--- src/rtl/core/slot_presence_pending_queue_top_macros.svh ---
// assertion macros shared by the slot presence pending queue rtl
`ifndef SLOT_PRESENCE_PENDING_QUEUE_TOP_MACROS_SVH
`define SLOT_PRESENCE_PENDING_QUEUE_TOP_MACROS_SVH

// same-cycle implication, checked on clk and held off during rst
`define SPPQ_IMPLIES(label, ante, cons, msg) \
  label: assert property (@(posedge clk) disable iff (rst) (ante) |-> (cons)) else $error(msg);

// next-cycle implication, checked on clk and held off during rst
`define SPPQ_NEXT(label, ante, cons, msg) \
  label: assert property (@(posedge clk) disable iff (rst) (ante) |=> (cons)) else $error(msg);

`endif

--- src/rtl/core/sppq_pkg.sv ---
// shared constants, types and helpers of the slot presence pending queue
`default_nettype none

package sppq_pkg;

  localparam int SLOT_COUNT    = 20;
  localparam int PINS_PER_BANK = 5;
  localparam int RING_DEPTH    = 20;

  localparam int SLOT_W = 5;
  localparam int BANK_W = 2;
  localparam int EV_W   = 2;
  localparam int PIN_W  = (PINS_PER_BANK > 1) ? $clog2(PINS_PER_BANK) : 1;
  localparam int PTR_W  = $clog2(RING_DEPTH);

  localparam logic [EV_W-1:0] EV_INSERT = 2'd0;
  localparam logic [EV_W-1:0] EV_REMOVE = 2'd1;
  localparam logic [EV_W-1:0] EV_POP    = 2'd2;
  localparam logic [EV_W-1:0] EV_EMPTY  = 2'd3;

  // controller to datapath
  typedef struct packed {
    logic load;
    logic pick;
    logic ins;
    logic rm_start;
    logic rm_miss;
    logic rd_scan;
    logic scan_adv;
    logic sh_rd;
    logic sh_wr;
    logic rm_done;
    logic rd_head;
    logic pop_done;
    logic pop_empty;
    logic emit;
  } sppq_cmd_t;

  // datapath to controller
  typedef struct packed {
    logic in_pop;
    logic in_any;
    logic cur_insert;
    logic ptr_at_tail;
    logic ptr_next_tail;
    logic hit;
    logic ring_empty;
    logic res_last;
    logic out_free;
  } sppq_sts_t;

  function automatic logic [PTR_W-1:0] ring_next(input logic [PTR_W-1:0] p);
    logic [PTR_W-1:0] r;
    if (p == PTR_W'(RING_DEPTH - 1)) r = '0;
    else r = p + PTR_W'(1);
    return r;
  endfunction

  function automatic logic [PTR_W-1:0] ring_prev(input logic [PTR_W-1:0] p);
    logic [PTR_W-1:0] r;
    if (p == '0) r = PTR_W'(RING_DEPTH - 1);
    else r = p - PTR_W'(1);
    return r;
  endfunction

  // slot number of a pin in a bank, one bit wider so that out of range shows
  function automatic logic [SLOT_W:0] pin_slot(input logic [BANK_W-1:0] b,
                                               input logic [PIN_W-1:0] i);
    logic [SLOT_W:0] r;
    r = (SLOT_W+1)'(b) * (SLOT_W+1)'(PINS_PER_BANK) + (SLOT_W+1)'(i);
    return r;
  endfunction

endpackage

`default_nettype wire

--- src/rtl/core/sppq_ctrl.sv ---
// control state machine that sequences pin events, queue scans and pops
`default_nettype none

module sppq_ctrl (
  input  wire logic              clk,
  input  wire logic              rst,
  input  wire logic              s_tvalid,
  output logic                   s_tready,
  input  wire sppq_pkg::sppq_sts_t sts,
  output sppq_pkg::sppq_cmd_t    cmd
);

  localparam logic [3:0] ST_IDLE     = 4'd0;
  localparam logic [3:0] ST_PICK     = 4'd1;
  localparam logic [3:0] ST_DO       = 4'd2;
  localparam logic [3:0] ST_SCAN_RD  = 4'd3;
  localparam logic [3:0] ST_SCAN_CMP = 4'd4;
  localparam logic [3:0] ST_SH_CHK   = 4'd5;
  localparam logic [3:0] ST_SH_WR    = 4'd6;
  localparam logic [3:0] ST_POP_CHK  = 4'd7;
  localparam logic [3:0] ST_POP_WAIT = 4'd8;
  localparam logic [3:0] ST_EMIT     = 4'd9;

  logic [3:0] state;
  logic [3:0] state_next;

  always_ff @(posedge clk) begin
    if (rst) begin
      state <= ST_IDLE;
    end else begin
      state <= state_next;
    end
  end

  assign s_tready = (state == ST_IDLE);

  always_comb begin
    cmd        = '0;
    state_next = state;
    unique case (state)
      ST_IDLE: begin
        if (s_tvalid) begin
          cmd.load = 1'b1;
          if (sts.in_pop) state_next = ST_POP_CHK;
          else if (sts.in_any) state_next = ST_PICK;
        end
      end
      ST_PICK: begin
        cmd.pick   = 1'b1;
        state_next = ST_DO;
      end
      ST_DO: begin
        if (sts.cur_insert) begin
          cmd.ins    = 1'b1;
          state_next = ST_EMIT;
        end else begin
          cmd.rm_start = 1'b1;
          if (sts.ptr_at_tail) begin
            cmd.rm_miss = 1'b1;
            state_next  = ST_EMIT;
          end else begin
            state_next = ST_SCAN_RD;
          end
        end
      end
      ST_SCAN_RD: begin
        cmd.rd_scan = 1'b1;
        state_next  = ST_SCAN_CMP;
      end
      ST_SCAN_CMP: begin
        if (sts.hit) begin
          state_next = ST_SH_CHK;
        end else begin
          cmd.scan_adv = 1'b1;
          if (sts.ptr_next_tail) begin
            cmd.rm_miss = 1'b1;
            state_next  = ST_EMIT;
          end else begin
            state_next = ST_SCAN_RD;
          end
        end
      end
      ST_SH_CHK: begin
        if (sts.ptr_next_tail) begin
          cmd.rm_done = 1'b1;
          state_next  = ST_EMIT;
        end else begin
          cmd.sh_rd  = 1'b1;
          state_next = ST_SH_WR;
        end
      end
      ST_SH_WR: begin
        cmd.sh_wr  = 1'b1;
        state_next = ST_SH_CHK;
      end
      ST_POP_CHK: begin
        if (sts.ring_empty) begin
          cmd.pop_empty = 1'b1;
          state_next    = ST_EMIT;
        end else begin
          cmd.rd_head = 1'b1;
          state_next  = ST_POP_WAIT;
        end
      end
      ST_POP_WAIT: begin
        cmd.pop_done = 1'b1;
        state_next   = ST_EMIT;
      end
      ST_EMIT: begin
        if (sts.out_free) begin
          cmd.emit   = 1'b1;
          state_next = sts.res_last ? ST_IDLE : ST_PICK;
        end
      end
      default: begin
        state_next = ST_IDLE;
      end
    endcase
  end

endmodule

`default_nettype wire

--- src/rtl/core/sppq_datapath.sv ---
// presence bits, pending ring memory, pointers and output register
`default_nettype none
`include "slot_presence_pending_queue_top_macros.svh"

module sppq_datapath (
  input  wire logic                            clk,
  input  wire logic                            rst,
  input  wire logic                            in_kind,
  input  wire logic [sppq_pkg::BANK_W-1:0]     in_bank,
  input  wire logic [sppq_pkg::PINS_PER_BANK-1:0] in_flags,
  input  wire logic [sppq_pkg::PINS_PER_BANK-1:0] in_levels,
  input  wire sppq_pkg::sppq_cmd_t             cmd,
  output sppq_pkg::sppq_sts_t                  sts,
  input  wire logic                            m_tready,
  output logic                                 out_valid,
  output logic [sppq_pkg::EV_W-1:0]            out_event,
  output logic [sppq_pkg::SLOT_W-1:0]          out_slot,
  output logic                                 out_dropped,
  output logic                                 out_pending,
  output logic                                 out_last
);

  localparam int PINS = sppq_pkg::PINS_PER_BANK;

  logic [sppq_pkg::SLOT_COUNT-1:0]     present;
  logic [sppq_pkg::SLOT_W-1:0]         ring [sppq_pkg::RING_DEPTH];
  logic [sppq_pkg::SLOT_W-1:0]         rdata;
  logic [sppq_pkg::PTR_W-1:0]          head;
  logic [sppq_pkg::PTR_W-1:0]          tail;
  logic [sppq_pkg::PTR_W-1:0]          ptr;
  logic [sppq_pkg::BANK_W-1:0]         bank_r;
  logic [PINS-1:0]                     levels_r;
  logic [PINS-1:0]                     mask;
  logic [sppq_pkg::SLOT_W-1:0]         slot_r;
  logic                                cur_level;
  logic                                last_r;

  logic [sppq_pkg::EV_W-1:0]           res_ev;
  logic [sppq_pkg::SLOT_W-1:0]         res_slot;
  logic                                res_drop;
  logic                                res_pend;
  logic                                res_last;

  logic [PINS-1:0]                     mask_in;
  logic [sppq_pkg::SLOT_W:0]           qslot;
  logic [sppq_pkg::PIN_W-1:0]          pick_idx;
  logic [sppq_pkg::SLOT_W:0]           pick_wide;
  logic [PINS-1:0]                     mask_left;
  logic                                full;
  logic                                we;
  logic [sppq_pkg::PTR_W-1:0]          wa;
  logic [sppq_pkg::SLOT_W-1:0]         wd;
  logic [sppq_pkg::PTR_W-1:0]          ra;

  // flagged pins whose level differs from the slot's presence, known up front
  always_comb begin
    mask_in = '0;
    qslot   = '0;
    for (int i = 0; i < PINS; i++) begin
      qslot = sppq_pkg::pin_slot(in_bank, sppq_pkg::PIN_W'(i));
      if (in_flags[i] && (qslot < (sppq_pkg::SLOT_W+1)'(sppq_pkg::SLOT_COUNT))) begin
        mask_in[i] = (in_levels[i] != present[qslot[sppq_pkg::SLOT_W-1:0]]);
      end
    end
  end

  // lowest pending pin
  always_comb begin
    pick_idx = '0;
    for (int i = PINS - 1; i >= 0; i--) begin
      if (mask[i]) pick_idx = sppq_pkg::PIN_W'(i);
    end
  end

  assign pick_wide = sppq_pkg::pin_slot(bank_r, pick_idx);
  assign mask_left = mask & ~(PINS'(1) << pick_idx);
  assign full      = (sppq_pkg::ring_next(tail) == head);

  always_comb begin
    we = 1'b0;
    wa = tail;
    wd = slot_r;
    if (cmd.ins && !full) begin
      we = 1'b1;
    end else if (cmd.sh_wr) begin
      we = 1'b1;
      wa = ptr;
      wd = rdata;
    end
  end

  always_comb begin
    ra = ptr;
    if (cmd.sh_rd) ra = sppq_pkg::ring_next(ptr);
    else if (cmd.rd_head) ra = head;
  end

  always_ff @(posedge clk) begin
    if (we) ring[wa] <= wd;
    rdata <= ring[ra];
  end

  always_ff @(posedge clk) begin
    if (rst) begin
      present   <= '0;
      head      <= '0;
      tail      <= '0;
      out_valid <= 1'b0;
    end else begin
      if (cmd.ins) begin
        present[slot_r] <= 1'b1;
        if (!full) tail <= sppq_pkg::ring_next(tail);
      end
      if (cmd.rm_start) present[slot_r] <= 1'b0;
      if (cmd.rm_done) tail <= sppq_pkg::ring_prev(tail);
      if (cmd.pop_done) head <= sppq_pkg::ring_next(head);
      if (cmd.emit) out_valid <= 1'b1;
      else if (m_tready) out_valid <= 1'b0;
    end
  end

  always_ff @(posedge clk) begin
    if (cmd.load) begin
      bank_r   <= in_bank;
      levels_r <= in_levels;
      mask     <= mask_in;
    end
    if (cmd.pick) begin
      slot_r    <= pick_wide[sppq_pkg::SLOT_W-1:0];
      cur_level <= levels_r[pick_idx];
      mask      <= mask_left;
      last_r    <= (mask_left == '0);
      ptr       <= head;
    end
    if (cmd.scan_adv || cmd.sh_wr) ptr <= sppq_pkg::ring_next(ptr);
    if (cmd.ins) begin
      res_ev   <= sppq_pkg::EV_INSERT;
      res_slot <= slot_r;
      res_drop <= full;
      res_pend <= 1'b0;
      res_last <= last_r;
    end
    if (cmd.rm_miss || cmd.rm_done) begin
      res_ev   <= sppq_pkg::EV_REMOVE;
      res_slot <= slot_r;
      res_drop <= 1'b0;
      res_pend <= cmd.rm_done;
      res_last <= last_r;
    end
    if (cmd.pop_empty) begin
      res_ev   <= sppq_pkg::EV_EMPTY;
      res_slot <= '0;
      res_drop <= 1'b0;
      res_pend <= 1'b0;
      res_last <= 1'b1;
    end
    if (cmd.pop_done) begin
      res_ev   <= sppq_pkg::EV_POP;
      res_slot <= rdata;
      res_drop <= 1'b0;
      res_pend <= 1'b0;
      res_last <= 1'b1;
    end
    if (cmd.emit) begin
      out_event   <= res_ev;
      out_slot    <= res_slot;
      out_dropped <= res_drop;
      out_pending <= res_pend;
      out_last    <= res_last;
    end
  end

  assign sts.in_pop        = in_kind;
  assign sts.in_any        = (mask_in != '0);
  assign sts.cur_insert    = cur_level;
  assign sts.ptr_at_tail   = (ptr == tail);
  assign sts.ptr_next_tail = (sppq_pkg::ring_next(ptr) == tail);
  assign sts.hit           = (rdata == slot_r);
  assign sts.ring_empty    = (head == tail);
  assign sts.res_last      = res_last;
  assign sts.out_free      = !out_valid || m_tready;

  `SPPQ_IMPLIES(a_emit_slot_free, cmd.emit, !out_valid || m_tready, "result overwrote unsent transfer")
  `SPPQ_NEXT(a_ins_tail, cmd.ins && !full, tail == sppq_pkg::ring_next($past(tail)), "tail not advanced on enqueue")
  `SPPQ_NEXT(a_rm_tail, cmd.rm_done, tail == sppq_pkg::ring_prev($past(tail)), "tail not stepped back on removal")
  `SPPQ_NEXT(a_pop_head, cmd.pop_done, (head == sppq_pkg::ring_next($past(head))) && (tail == $past(tail)), "pop moved wrong pointer")

endmodule

`default_nettype wire

--- src/rtl/core/slot_presence_pending_queue_top.sv ---
// an insert event steps through pick, update and emit; a pop checks the ring, reads the head and emits,
// or emits without a read when the ring is empty; a remove event scans the ring from the head, and when
// found moves each later entry forward before it emits; one item at a time, the ring memory walk sets
// the rate; s_tready returns once the last result is in the output register
// reset clears presence, head, tail and the output valid; ring contents stay as they are
// top level: stream ports, controller and datapath
`default_nettype none

module slot_presence_pending_queue_top (
  input  wire logic        clk,
  input  wire logic        rst,
  // update or pop transfer
  input  wire logic        s_tvalid,
  output logic             s_tready,
  input  wire logic [15:0] s_tdata,   // bank [1:0], change_flags [6:2], pin_levels [11:7], zero pad
  input  wire logic        s_tuser,   // kind: 0 pin update, 1 pop
  // result transfer
  output logic             m_tvalid,
  input  wire logic        m_tready,
  output logic [7:0]       m_tdata,   // slot [4:0], dropped [5], was_pending [6], zero pad [7]
  output logic [1:0]       m_tuser,   // event_res
  output logic             m_tlast    // final result of the input item
);

  sppq_pkg::sppq_cmd_t cmd;
  sppq_pkg::sppq_sts_t sts;

  logic [sppq_pkg::SLOT_W-1:0] out_slot;
  logic                        out_dropped;
  logic                        out_pending;

  // sequencer: accepts an item in idle, then walks pins, ring scan and compaction, or a pop
  sppq_ctrl u_ctrl (
    .clk      (clk),
    .rst      (rst),
    .s_tvalid (s_tvalid),
    .s_tready (s_tready),
    .sts      (sts),
    .cmd      (cmd)
  );

  // presence bits, ring memory and the result register toward the master side
  sppq_datapath u_dp (
    .clk         (clk),
    .rst         (rst),
    .in_kind     (s_tuser),
    .in_bank     (s_tdata[1:0]),
    .in_flags    (s_tdata[6:2]),
    .in_levels   (s_tdata[11:7]),
    .cmd         (cmd),
    .sts         (sts),
    .m_tready    (m_tready),
    .out_valid   (m_tvalid),
    .out_event   (m_tuser),
    .out_slot    (out_slot),
    .out_dropped (out_dropped),
    .out_pending (out_pending),
    .out_last    (m_tlast)
  );

  // pack result fields, lowest first
  assign m_tdata = {1'b0, out_pending, out_dropped, out_slot};

endmodule

`default_nettype wire
--- config.mk ---
export PLATFORM = sky130hd
export DESIGN_NAME = slot_presence_pending_queue_top
export DESIGN_NICKNAME = d
export VERILOG_FILES = /design/src/rtl/core/sppq_pkg.sv /design/src/rtl/core/sppq_ctrl.sv /design/src/rtl/core/sppq_datapath.sv /design/src/rtl/core/slot_presence_pending_queue_top.sv
export VERILOG_INCLUDE_DIRS = /design/src /design/src/rtl/core
export SDC_FILE = /design/constraint.sdc
export NUM_CORES = 1
export LEC_CHECK = 0
export BUFFER_PORTS_ARGS = -buffer_cell sky130_fd_sc_hd__buf_2
export CORE_MARGIN = 4
export CORE_UTILIZATION = 40
export DETAILED_ROUTE_END_ITERATION = 16
export GPL_TIMING_DRIVEN = 0
export PLACE_DENSITY = 0.67
export SLEW_MARGIN = 5
export SYNTH_ARGS = -nofsm -noshare
export SYNTH_HDL_FRONTEND = slang
export SYNTH_HIERARCHICAL = 1
export SYNTH_SLANG_ARGS = --single-unit
--- constraint.sdc ---
create_clock -name clk -period 6.44 [get_ports clk]
set_clock_uncertainty 0.15 [all_clocks]
set_input_delay 1.288 -clock clk [delete_from_list [all_inputs] [get_ports clk]]
set_output_delay 1.288 -clock clk [all_outputs]
set_load 0.02 [all_outputs]
After elaboration in Yosys (flattened, before gate mapping)

Memories as Yosys holds them, arrays and structs flattened. A register that Yosys moved wholly into a read port is not among the register bits.
Cells that the tools add are included.

Reductions and logical operators: 27
Bitwise gates (word level): 5
Magnitude comparators: 13
Shifts and indexed selects: 1
Add/subtract/negate cells: 9
Equality and inequality tests: 26
Multiply operators: 2
Multiplexer cells: 96

Operators with widths:

| kind                  | number |
|---|---|
| $mux W5               | 21 |
| $mux W20              | 3 |
| $mux W1               | 45 |
| $pmux W4 S10          | 1 |
| $lt A5 B6 Y1 const B  | 6 |
| $mux W4               | 9 |
| $bmux W1 S5           | 5 |
| $eq A5 B5 Y1          | 5 |
| $lt A6 B5 Y1 const B  | 4 |
| $and A20 B20 Y20      | 1 |
| $not A20 Y20          | 1 |
| $or A20 B20 Y20       | 1 |
| $eq A4 B3 Y1 const B  | 4 |
| $add A5 B1 Y5 const B | 3 |
| $eq A5 B5 Y1 const B  | 3 |
| $mux W3               | 5 |
| $add A5 B2 Y6 const B | 2 |
| $logic_not A5 Y1      | 2 |
| $mul A2 B3 Y5 const B | 2 |
| $reduce_bool A2 Y1    | 5 |
| $eq A4 B2 Y1 const B  | 2 |
| $eq A4 B4 Y1 const B  | 2 |
| $mux W2               | 4 |
| $logic_and A1 B1 Y1   | 7 |
| other kinds (28)      | 36 |

Register bits: 79
Memory bits (writable): 100
Input bits: 21
Logic and storage cells: 203
Output and inout bits: 13
Memories: 1

Memories:

| memory    | words | bits a word | read ports | clocked after Yosys merged registers in | write ports | line                | text |
|---|---|---|---|---|---|---|---|
| u_dp.ring | 20    | 5           | 1          | 1                                       | 1           | sppq_datapath.sv:26 | `logic [sppq_pkg::SLOT_W-1:0] ring [sppq_pkg::RING_DEPTH];` |

Depth between registers and ports, before layout

Word-level depth: 11
Depth in mapped cells: 18
Gate-level depth less buffers: 15

Modules after synthesis

Netlist, hierarchy kept.

Modules (own cells, without submodules):

| module                          | seq. area each (sq um) | cells an instance | area an instance (sq um) | times used |
|---|---|---|---|---|
| sppq_datapath                   | 4994.8                 | 760               | 9160.0                   | 1 |
| sppq_ctrl                       | 80.1                   | 63                | 461.7                    | 1 |
| slot_presence_pending_queue_top | 0.0                    | 4                 | 26.3                     | 1 |

Least setup slack after synthesis

Ideal clock, no wire load.

Path type: input port to flip-flop
Start: in s_tdata[0]
End: reg u_ctrl.state[1]
Buffers on the path: 3
Slack: 2339 ps
Data required time: 6215 ps
Arrival: 3877 ps
Stages on the path: 16
Library setup time: 75 ps
Path through: buf_2 > buf_2 > inv_1 > ha_1 > buf_1 > mux4_2 > nand2_1 > a21oi_1 > a21oi_1 > xnor2_1 > nand3_1 > nand3b_1 > o21ai_0 > a21oi_1 > nand2_1 > a31oi_1

RTL lines:

| item                   | line                                  | text |
|---|---|---|
| start: declaration     | slot_presence_pending_queue_top.sv:15 | `input wire logic [15:0] s_tdata,` |
| end signal: assignment | sppq_ctrl.sv:31                       | `state <= state_next;` |
| end: declaration       | sppq_ctrl.sv:24                       | `logic [3:0] state;` |

==> summary.txt <==
outcome - finished clean
syn nets - 862
Max-slew headroom - 35.8%
Max Fclk - 216 MHz
Worst path slowest cell - nor3_1
CTS HTree Levels - 4
fin area - 10800 um^2
CP arrival - 4.76 ns
initial antenna violation count - 0
Pwr Total - 4.26 mW
commonest non-fill, non-tap cells in the layout - edfxtp_1, mux2i_1, nand2_1, nor2_1, a21oi_1
post-cts resize count - 0
vias in the first global route - 6292
GRT Total Usage - 16.6%
worst r2r dst - u_dp/rdata[2]
Crit. End Element - flop
total number of vias - 6630
CTS tree - built
Routed wire per std cell - 18.1 um
layout cell share with drive strength beyond 1 - 17.5%
leak pwr - 3.77 nW
worst slew pin tran - 0.961 ns
Die ar. - 26700 um^2
Clock Latency Late Sink - 0.43 ns
type of the worst min-delay path - flop to flop
Crit path max-delay family - buffers and inverters
CTS Root Cell - clkbuf_16
Setup TNS Final - 0 ns
largest net degree at the start of global routing - 21
first-pass GRT wire length - 34600 um
RSZ-0062 raised after global routing - false
worst-path cell chain - clkbuf_1 > nand3_1 > xnor2_1 > xnor2_1 > nor3_1 > nor3_1 > buf_2 > mux2i_1 > a32oi_1 > o21ai_0 > buf_2 > buf_2 > a211oi_1 > o32ai_1 > a31oi_1
Avg Inst Size Synth - 11.7 um^2
Crit path required time - 6.57 ns
# setup viols final - 0
commonest non-fill, non-tap cell in the layout - edfxtp_1
hold-critical path endpoint - u_dp/out_slot[1]
post-route ant nets - 0
hpwl dp - 15500 um
DRT Wirelength - 21800 um
post-CTS setup repair buffer count - 0
final hold vios - 0
Tmin final - 4.63 ns
routed vias/inst - 5.51
Buffers on Ports - 27
Detailed Routing Iterations Pass 1 - 7
Critical Path Max Stage Delay - 0.80 ns
# rows - 56
CP Launch Type - flop
remaining global-route overflow - 0
height of the die - 163 um
nets@finish - 908
Area Overhead vs Synth - 11.8%
Crit Path Class - flop to flop
Max Transition Viols Final - 0
fin crit share - 71.9%
Clock Sinks - 184
power per cell area - 395 nW/um^2
Worst R2R Path Depth - 15
number of diodes - 0
initial DRC count - 513
core box area - 23600 um^2
Reg2Reg Setup Slack - 1.81 ns
Mapped Cells - 826
Crit. path cell count - 15
clock transition at the registers of the reported paths - 0.08 ns
die width - 163 um
Ports - 34
gp weighted congestion - 0.864
Max IR drop VDD - 191 uV
max_cap viols - 0
min-delay src - u_dp/res_slot[1]
Initial Utilization - 40.8%
total placed instance area - 10200 um^2
Synth Cell Area - 9640 um^2
Num CTS Buffers - 17
Reg-to-Reg Start - u_dp/ptr[0]
Final WS setup - 1.81 ns
most used cell, CP - buf_2
WP buf/inv - 4
hold_buf cts - 0
worst-path fanout max - 10
worst hold stages - 0
Clock Path Buffers - 2
pre-CTS setup slack - 1.59 ns
Ys Warns - 6
remaining routing DRC violations - 0
-- report_power, final --
| part | switching [mW] | internal [mW] |
|---|---|---|
| Combinational | 0.993 | 0.599 |
| Clock | 0.510 | 0.527 |
| Sequential | 0.0831 | 1.55 |
-- registers in the layout, summed over array words and instances (netlist names), 2 cells and up --
register,cells
u_dp/levels_r,5
u_dp/bank_r,2
u_dp/mask,5
u_dp/tail,5
u_dp/head,5
u_dp/out_slot,5
u_dp/out_event,2
u_ctrl/state,4
u_dp/res_slot,5
u_dp/res_ev,2
u_dp/present,20
u_dp/ring,100
u_dp/slot_r,5
u_dp/rdata,5
u_dp/ptr,5
-- cell type report --
cell class,instances,area (um^2)
Clock buffer,17,425
Fill cell,2147,12800
Tap cell,319,399
Buffer,66,347
Timing Repair Buffer,27,135
Sequential cell,184,5070
Multi-Input combinational cell,559,4160
Clock inverter,15,176
Inverter,17,63.8
-- worst reg2reg max path, cell delays in order (launching register included) --
cell	delay, ns
edfxtp_1	0.35
clkbuf_1	0.38
nand3_1	0.16
xnor2_1	0.32
xnor2_1	0.11
nor3_1	0.80
nor3_1	0.18
buf_2	0.25
mux2i_1	0.17
a32oi_1	0.06
o21ai_0	0.13
buf_2	0.38
buf_2	0.33
a211oi_1	0.13
o32ai_1	0.47
a31oi_1	0.09
-- per-stage QoR --
stage               util [%]  std cells  hold WS [ns]
global placement        43.1       1172         0.254
detailed placement      43.1       1172         0.255
floorplan                  -        826         0.250
global route            45.7       1204         0.295
CTS                     45.7       1204         0.272
finish                  45.7       1204         0.270
-- worst max-delay path by stage --
stage	start	to	slack, ns
2_1_floorplan	s_tdata[0]	u_ctrl/state[1]	2.34
3_3_place_gp	s_tdata[0]	u_ctrl/state[1]	1.61
3_5_place_dp	s_tdata[0]	u_ctrl/state[1]	1.59
4_1_cts	u_dp/ptr[0]	u_dp/rdata[0]	1.89
5_1_grt	u_dp/ptr[0]	u_dp/rdata[0]	1.43
6_report	u_dp/ptr[0]	u_dp/rdata[2]	1.81
-- metal layers --
layer / share of wire (%) / GRT usage (%) / wire length, um / vias up
met5: 0 / 0 / 0 / -
met4: 1.1 / 4.19 / 235 / 0
met3: 6.0 / 3.43 / 1300 / 15
met2: 46 / 25.6 / 9940 / 191
met1: 47 / 24.2 / 10300 / 3242
li1: - / - / - / 3182
No activity file was read; power rests on OpenSTA's default activity.
